### src/hdl/rcd_pkg.sv
// ----------------------------------------------------------------------------
// rcd_pkg: shared widths for the rectangle center distance block
// Field, intermediate and square root widths used by every file.
// ----------------------------------------------------------------------------
package rcd_pkg;

  // Input coordinate and size fields.
  localparam int unsigned CoordW  = 16;
  // A center lies in [-32768, 65534], so it needs 18 signed bits.
  localparam int unsigned CenterW = CoordW + 2;
  // The absolute difference of two centers is at most 98302.
  localparam int unsigned DiffW   = CoordW + 1;
  localparam int unsigned SqW     = 2 * DiffW;
  localparam int unsigned SumW    = SqW + 1;
  // The root of a SumW-bit value, padded to an even number of bits.
  localparam int unsigned RadW    = SumW + (SumW % 2);
  localparam int unsigned RootW   = RadW / 2;
  // The partial remainder never exceeds twice the partial root.
  localparam int unsigned RemW    = RootW + 2;

endpackage

### src/hdl/rcd_isqrt.sv
// ----------------------------------------------------------------------------
// rcd_isqrt: pipelined exact integer floor square root
// One result bit per stage, digit by digit, restoring form.
// ----------------------------------------------------------------------------
module rcd_isqrt (
  input  logic                          clk_i,
  input  logic                          rst_ni,
  input  logic                          advance_i,
  input  logic                          valid_i,
  input  logic [rcd_pkg::SumW-1:0]      radicand_i,
  output logic                          valid_o,
  output logic [rcd_pkg::RootW-1:0]     root_o
);

  localparam int unsigned RadW  = rcd_pkg::RadW;
  localparam int unsigned RootW = rcd_pkg::RootW;
  localparam int unsigned RemW  = rcd_pkg::RemW;

  logic [RadW-1:0]  rad_q  [RootW];
  logic [RemW-1:0]  rem_q  [RootW];
  logic [RootW-1:0] root_q [RootW];
  logic             vld_q  [RootW];

  for (genvar k = 0; k < RootW; k++) begin : g_stage
    logic [RadW-1:0]  rad_in;
    logic [RemW-1:0]  rem_in;
    logic [RootW-1:0] root_in;
    logic             vld_in;
    logic [RemW+1:0]  rem_sh;
    logic [RemW+1:0]  trial;
    logic [RemW+1:0]  diff;
    logic             ge;

    if (k == 0) begin : g_first
      assign rad_in  = RadW'(radicand_i);
      assign rem_in  = '0;
      assign root_in = '0;
      assign vld_in  = valid_i;
    end else begin : g_next
      assign rad_in  = rad_q[k-1];
      assign rem_in  = rem_q[k-1];
      assign root_in = root_q[k-1];
      assign vld_in  = vld_q[k-1];
    end

    // Bring down the next two radicand bits and try root*4 + 1.
    always_comb begin
      rem_sh = {rem_in, rad_in[RadW-1 -: 2]};
      trial  = (RemW + 2)'({root_in, 2'b01});
      diff   = rem_sh - trial;
      ge     = (rem_sh >= trial);
    end

    always_ff @(posedge clk_i or negedge rst_ni) begin
      if (!rst_ni) begin
        vld_q[k] <= 1'b0;
      end else if (advance_i) begin
        vld_q[k] <= vld_in;
      end
    end

    always_ff @(posedge clk_i) begin
      if (advance_i) begin
        rad_q[k]  <= rad_in << 2;
        rem_q[k]  <= ge ? diff[RemW-1:0] : rem_sh[RemW-1:0];
        root_q[k] <= {root_in[RootW-2:0], ge};
      end
    end
  end

  assign valid_o = vld_q[RootW-1];
  assign root_o  = root_q[RootW-1];

endmodule

### src/hdl/rect_center_distance.sv
// ----------------------------------------------------------------------------
// rect_center_distance: floor distance between two rectangle centers
// Finds both centers, squares the differences and takes an exact floor root.
// ----------------------------------------------------------------------------
//
//  Channel | Direction | Handshake               | Payload
//  --------+-----------+-------------------------+----------------------------------
//  in      | input     | in_valid_i / in_stall_o | first_*, second_* (x, y, w, h)
//  out     | output    | out_valid_o/out_stall_i | center_distance_o (18 bits)
//
// One request enters every cycle unless the pipeline stalls. Its result
// passes one stage for the centers and differences, one for the two squares,
// one for their sum and one stage per result bit of the square root (18 stages).
// The whole pipeline advances together; when the result register holds a
// valid result that the receiver stalls, every stage holds and in_stall_o
// is raised, so nothing is lost or repeated. Reset clears only the valid
// bits; data registers carry no reset.
//
module rect_center_distance (
  input  logic                            clk_i,
  input  logic                            rst_ni,
  input  logic                            in_valid_i,
  output logic                            in_stall_o,
  input  logic signed [rcd_pkg::CoordW-1:0] first_x_i,
  input  logic signed [rcd_pkg::CoordW-1:0] first_y_i,
  input  logic [rcd_pkg::CoordW-1:0]      first_width_i,
  input  logic [rcd_pkg::CoordW-1:0]      first_height_i,
  input  logic signed [rcd_pkg::CoordW-1:0] second_x_i,
  input  logic signed [rcd_pkg::CoordW-1:0] second_y_i,
  input  logic [rcd_pkg::CoordW-1:0]      second_width_i,
  input  logic [rcd_pkg::CoordW-1:0]      second_height_i,
  output logic                            out_valid_o,
  input  logic                            out_stall_i,
  output logic [rcd_pkg::RootW-1:0]       center_distance_o
);

  localparam int unsigned CenterW = rcd_pkg::CenterW;
  localparam int unsigned DiffW   = rcd_pkg::DiffW;
  localparam int unsigned SqW     = rcd_pkg::SqW;
  localparam int unsigned SumW    = rcd_pkg::SumW;

  // The pipeline moves unless a finished result is waiting on the receiver.
  logic advance;
  assign advance    = !(out_valid_o && out_stall_i);
  assign in_stall_o = !advance;

  // Center = edge + floor(size / 2), held in 18 signed bits.
  function automatic logic signed [CenterW-1:0] center_of(
    input logic signed [rcd_pkg::CoordW-1:0] edge_v,
    input logic [rcd_pkg::CoordW-1:0]        size_v
  );
    logic signed [CenterW-1:0] e;
    logic signed [CenterW-1:0] h;
    e = CenterW'(edge_v);
    h = signed'({3'b000, size_v[rcd_pkg::CoordW-1:1]}) ;
    return e + h;
  endfunction

  function automatic logic [DiffW-1:0] abs_diff(
    input logic signed [CenterW-1:0] a,
    input logic signed [CenterW-1:0] b
  );
    logic signed [CenterW:0] d;
    d = (a >= b) ? ((CenterW + 1)'(a) - (CenterW + 1)'(b))
                 : ((CenterW + 1)'(b) - (CenterW + 1)'(a));
    return d[DiffW-1:0];
  endfunction

  // Stage 1: centers and absolute differences.
  logic             s1_vld_q;
  logic [DiffW-1:0] dx_q, dy_q;
  logic [DiffW-1:0] dx_d, dy_d;

  always_comb begin
    dx_d = abs_diff(center_of(first_x_i, first_width_i),
                    center_of(second_x_i, second_width_i));
    dy_d = abs_diff(center_of(first_y_i, first_height_i),
                    center_of(second_y_i, second_height_i));
  end

  // Stage 2: the two squares. Stage 3: their sum, which cannot overflow.
  logic           s2_vld_q, s3_vld_q;
  logic [SqW-1:0] dx2_q, dy2_q;
  logic [SumW-1:0] sum_q;

  always_ff @(posedge clk_i or negedge rst_ni) begin
    if (!rst_ni) begin
      s1_vld_q <= 1'b0;
      s2_vld_q <= 1'b0;
      s3_vld_q <= 1'b0;
    end else if (advance) begin
      s1_vld_q <= in_valid_i;
      s2_vld_q <= s1_vld_q;
      s3_vld_q <= s2_vld_q;
    end
  end

  always_ff @(posedge clk_i) begin
    if (advance) begin
      dx_q  <= dx_d;
      dy_q  <= dy_d;
      dx2_q <= dx_q * dx_q;
      dy2_q <= dy_q * dy_q;
      sum_q <= SumW'(dx2_q) + SumW'(dy2_q);
    end
  end

  // Stages 4 to 21: one root bit per stage.
  rcd_isqrt u_isqrt (
    .clk_i      (clk_i),
    .rst_ni     (rst_ni),
    .advance_i  (advance),
    .valid_i    (s3_vld_q),
    .radicand_i (sum_q),
    .valid_o    (out_valid_o),
    .root_o     (center_distance_o)
  );

endmodule

### config.mk
export PLATFORM = sky130hd
export DESIGN_NAME = rect_center_distance
export DESIGN_NICKNAME = d
export VERILOG_FILES = /design/src/hdl/rcd_pkg.sv /design/src/hdl/rcd_isqrt.sv /design/src/hdl/rect_center_distance.sv
export SDC_FILE = /design/constraint.sdc
export NUM_CORES = 2
export LEC_CHECK = 0
export CORE_ASPECT_RATIO = 1.1
export CORE_MARGIN = 8
export CORE_UTILIZATION = 55
export CTS_BUF_LIST = sky130_fd_sc_hd__clkbuf_8
export CTS_CLUSTER_DIAMETER = 120
export DETAILED_ROUTE_END_ITERATION = 6
export DONT_BUFFER_PORTS = 1
export PLACE_DENSITY = 0.75
export SLEW_MARGIN = 0
export SYNTH_ARGS = -nofsm -noshare
export SYNTH_HDL_FRONTEND = slang
export SYNTH_SLANG_ARGS = --single-unit
### constraint.sdc
create_clock -name clk_i -period 37.8 [get_ports clk_i]
set_input_delay 7.56 -clock clk_i [delete_from_list [all_inputs] [get_ports clk_i]]
set_output_delay 7.56 -clock clk_i [all_outputs]
set_load 0.03 [all_outputs]
After elaboration in Yosys (flattened, before gate mapping)
Memories as Yosys holds them, arrays and structs flattened.
Index checks and enable logic that the tools add are counted.
Storage, ports and cells
  input bits: 132
  register bits: 158
  RAM bits: 1296
  memories: 3
  logic and storage cells: 100
Memories
  u_isqrt.rad_q: words 18, width 34, read ports 17, clocked after Yosys merged registers in 0, wr ports 18, line rcd_isqrt.sv:19  | logic [RadW-1:0] rad_q [RootW];
  u_isqrt.rem_q: words 18, width 20, read ports 17, clocked after Yosys merged registers in 0, wr ports 18, line rcd_isqrt.sv:20  | logic [RemW-1:0] rem_q [RootW];
  u_isqrt.root_q: words 18, width 18, read ports 18, clocked after Yosys merged registers in 0, wr ports 18, line rcd_isqrt.sv:21  | logic [RootW-1:0] root_q [RootW];
Cells by class
  $mul: 2
  multiplexer cells: 21
  reduce and logical (&&, ||, !) cells: 1
  add/sub/neg operators: 27
  $lt $le $gt $ge: 20
Operators by type and width (number)
  $ge 22x20->1: 17
  $mux 20: 18
  $sub 20x20->20: 17
  $add 16x16->17: 4
  $mul 17x17->34: 2
  $sub 17x17->17: 4
  $add 34x34->35: 1
  $ge 17x17->1: 2
  $mux 17: 2
  $sub 1x1->2 const B: 1
  $ge 1x1->1 const B: 1
  $logic_and 1x1->1: 1
  $mux 1: 1

Depth between registers and ports, before layout
  word-level depth: 3
  depth in mapped cells: 25
  gate-level depth less buffers: 24

By module
Synthesis repeated with hierarchy kept, for this count alone.
Second synthesis, totals
  cells, all modules: 5798
  area total of the unflattened synthesis: 65092.4 sq um
Modules (own cells, without submodules)
  rcd_isqrt: times used 1, area each 37033.0 sq um, seq. area each 24113.1 sq um, cells an instance 2779
  rect_center_distance: times used 1, area each 28059.4 sq um, seq. area each 4129.0 sq um, cells an instance 3019

Worst setup path after synthesis
OpenSTA, ideal clock, no wires.
  path type: input -> output
  start: in out_stall_i
  end: out in_stall_o
  stages: 3
  path slack: -8.171 ns
  buffers on the path: 1
  arrival time: 38.411 ns
  data required time: 30.240 ns
  cells stage by stage: nand2_1 buf_1 inv_1
Between the ends
  word-level cells in the longest chain between the ends: 1
RTL lines
  start, declared: line rect_center_distance.sv:33  | input logic out_stall_i,
  $logic_and 1x1->1: line rect_center_distance.sv:44  | assign advance = !(out_valid_o && out_stall_i);
  end, declared: line rect_center_distance.sv:23  | output logic in_stall_o,
Every way passes these cells.

Final worst setup path
Same ends and word-level chain as after synthesis.

==> impl_metrics.yaml <==
outcome:
  run_status: "completed"
drt:
  drc_errors: 0
  wl_um: 120000
  firstDrtPassIters: 6
  vias_per_cell: 5.49
  wire_per_inst_um: 16.0
  vias: 41000
  drtIter0Drc: 2253
  final_antenna_net_count: 0
hold_path:
  min_path_cells: 0
  whs_endpoint: "u_isqrt.rad_q[1][26]$_DFFE_PN_"
  hp-class: "reg2reg"
  holdCritStartpoint: "u_isqrt.rad_q[0][24]$_DFFE_PN_"
clock_tree:
  cts_buffers: 150
  clkSlewWorstSetupHoldPaths_ns: 0.07
  hold_buffers: 0
  htree_levels: 4
  clockRootBuffer: "clkbuf_8"
  cts.repair.resized: 0
  cts_tree: "done"
  clk_path_buf_depth: 3
  clk_latency_ns: 0.83
  post_cts_buffers: 0
  cts.sinks: 944
floorplanning:
  core-area_um2: 116000
  start_util_pct: 55.5
  io_pins: 152
  fp.dieW_um: 342
  die_area_um2: 128000
  die_y_um: 375
  num_rows: 131
synthesis:
  ys_ff_latch: 944
  synth_cell_types: 85
  yosysSeqAreaShare_pct: 43.8
  postSynthCellCount: 5765
  yosys.area.top_type_share_pct: 43.0
  yosysTopAreaCell: "edfxtp_1"
  netlist_area_um2: 64500
  async_flop_share_pct: 2.22
  synth_nets: 6855
  ys_warn_count: 0
  syn_area_per_cell_um2: 11.2
  yosys-top-cells-area: "edfxtp_1 43%, fa_1 12%, ha_1 11%"
  synth_edf_count: 923
  synth_ff_type: "edfxtp_1"
place:
  port_buffers: 0
  place.detailed.hpwl_um: 91500
  dp.cells: 7209
  gp_congestion: 0.877
sta:
  finalSetupTns_ns: 0
  fin_skew_ns: 0.0563
  rsz0062_at_grt: "false"
  max-slew-margin-rel_pct: 27.0
  finalSetupViolations: 0
  fmax_mhz: 62.5
  finalCritPeriodShare_pct: 42.3
  finalMaxSlewViolations: 0
  hold_violations: 0
  worstMarginPinSlew_ns: 1.09
  fin_crit_ns: 15.99
worst_setup_path:
  path_cells: "nand2_4 > inv_1"
  r2r_setup_slack_ns: 30.66
  crit_type: "in2out"
  timing.rr.end: "dx2_q[31]$_DFFE_PN_"
  cp_data_required_time_ns: 30.24
  cp_max_fo: 40
  reg2reg_depth: 20
  critPathTopFamily: "buffers and inverters"
  r2r_start: "dx_q[2]$_DFFE_PN_"
  start_kind: "input port"
  cp_slowest_stage_delay_ns: 0.57
  end_kind: "output pin"
  crit_path_top_delay_cell: "inv_1"
  worst_ep_arrival_time_ns: 8.43
  crit_buf_inv: 1
global_routing:
  grt_antenna_before_repair: 2
  globalRouteOverflowTotal: 0
  gr-usage-all-layers_pct: 18.7
  grt_pass1_wl_um: 200000
  grt_max_degree: 200
  grt_pass1_vias: 43000
job:
  max_cap_viol_count: 0
layout:
  drive_above_1_share_pct: 5.26
  area_growth_pct: 6.94
  final_nets: 6922
  mostFrequentLayoutCell: "inv_1"
  final_cell_mix: "941 x inv_1, 923 x edfxtp_1, 564 x ha_1"
  fin_cells: 7479
==> cell usage after synthesis, types with 70 or more instances <==
cell / number
inv_1: 898
clkbuf_1: 98
nand2_1: 443
nand3_1: 76
a21oi_1: 285
a21o_1: 131
nor2_1: 253
fa_1: 394
xnor2_1: 249
o21ai_0: 227
nor2b_1: 70
ha_1: 564
xor2_1: 165
nor3_1: 106
edfxtp_1: 923
and2_1: 132
==> registers in the layout, summed over array words and instances (netlist names) <==
name and flops:
sum_q 35, u_isqrt.g_stage.vld_in 17, s3_vld_q 1, dy_q 17, dx_q 17, s1_vld_q 1, u_isqrt.rem_q 311, u_isqrt.rad_q 306
dx2_q 33, u_isqrt.root_q 171, u_isqrt.valid_o 1, dy2_q 33, s2_vld_q 1
==> worst reg2reg max path: cells and delay by family (launching register included) <==
family                   cells  cell delay, ns
AND/OR/NAND/NOR              5            0.74
AO/OA/AOI/OAI                4            1.21
adder cells (fa/ha/maj)      7            3.69
flip-flops                   1            0.89
buffers and inverters        3            0.19
XOR/XNOR                     1            0.12
==> area by class of cell <==
cell class	instances	area [um^2]
Tap cell	1529	1910
Clock buffer	152	2090
Inverter	901	3380
Sequential cell	944	28200
Timing Repair Buffer	21	183
Fill cell	9353	47100
Multi-Input combinational cell	3814	32500
Clock inverter	116	663
Antenna cell	2	5.00
==> worst max path at each step <==
stage | start | end | slack [ns] | cells after the start
2_1_floorplan | out_stall_i | in_stall_o | 7.77 | 3
3_3_place_gp | out_stall_i | in_stall_o | 21.72 | 2
3_5_place_dp | out_stall_i | in_stall_o | 21.71 | 2
4_1_cts | out_stall_i | in_stall_o | 21.71 | 2
5_1_grt | out_stall_i | in_stall_o | 21.71 | 2
6_report | out_stall_i | in_stall_o | 21.81 | 2
==> stage by stage <==
step | setup slack (ns) | cell area, um^2 | util [%] | hold slack (ns)
final | 21.81 | 68900 | 59.4 | 0.402
after global routing | 21.71 | 68900 | 59.4 | 0.407
after CTS | 21.71 | 68900 | 59.4 | 0.404
after detailed placement | 21.71 | 66200 | 57.0 | 0.405
after global placement | 21.72 | 66200 | 57.0 | 0.400
after floorplan | 7.77 | 64500 | - | 0.400
==> layer usage <==
layer | track usage, % | routed length [um] | vias up
li1 | - | - | 20000
met1 | 20.0 | 45500 | 19900
met2 | 35.4 | 64400 | 833
met3 | 3.04 | 4500 | 323
met4 | 9.04 | 5330 | 0
met5 | 0 | 0 | -
==> cells by family after synthesis <==
logic type	count (synthesis)	share of synthesized area (%)
buf+inv	1007	5.89
compound gates	995	9.83
mux	65	1.09
other cells	1	0.00582
flops	944	43.8
fa+ha+maj	958	23.2
simple gates	1381	10.6
xor+xnor	414	5.63
Power is left out: the tool's default activity adds up to more than one toggle a clock period on the data nets, which glitch-free logic cannot reach.
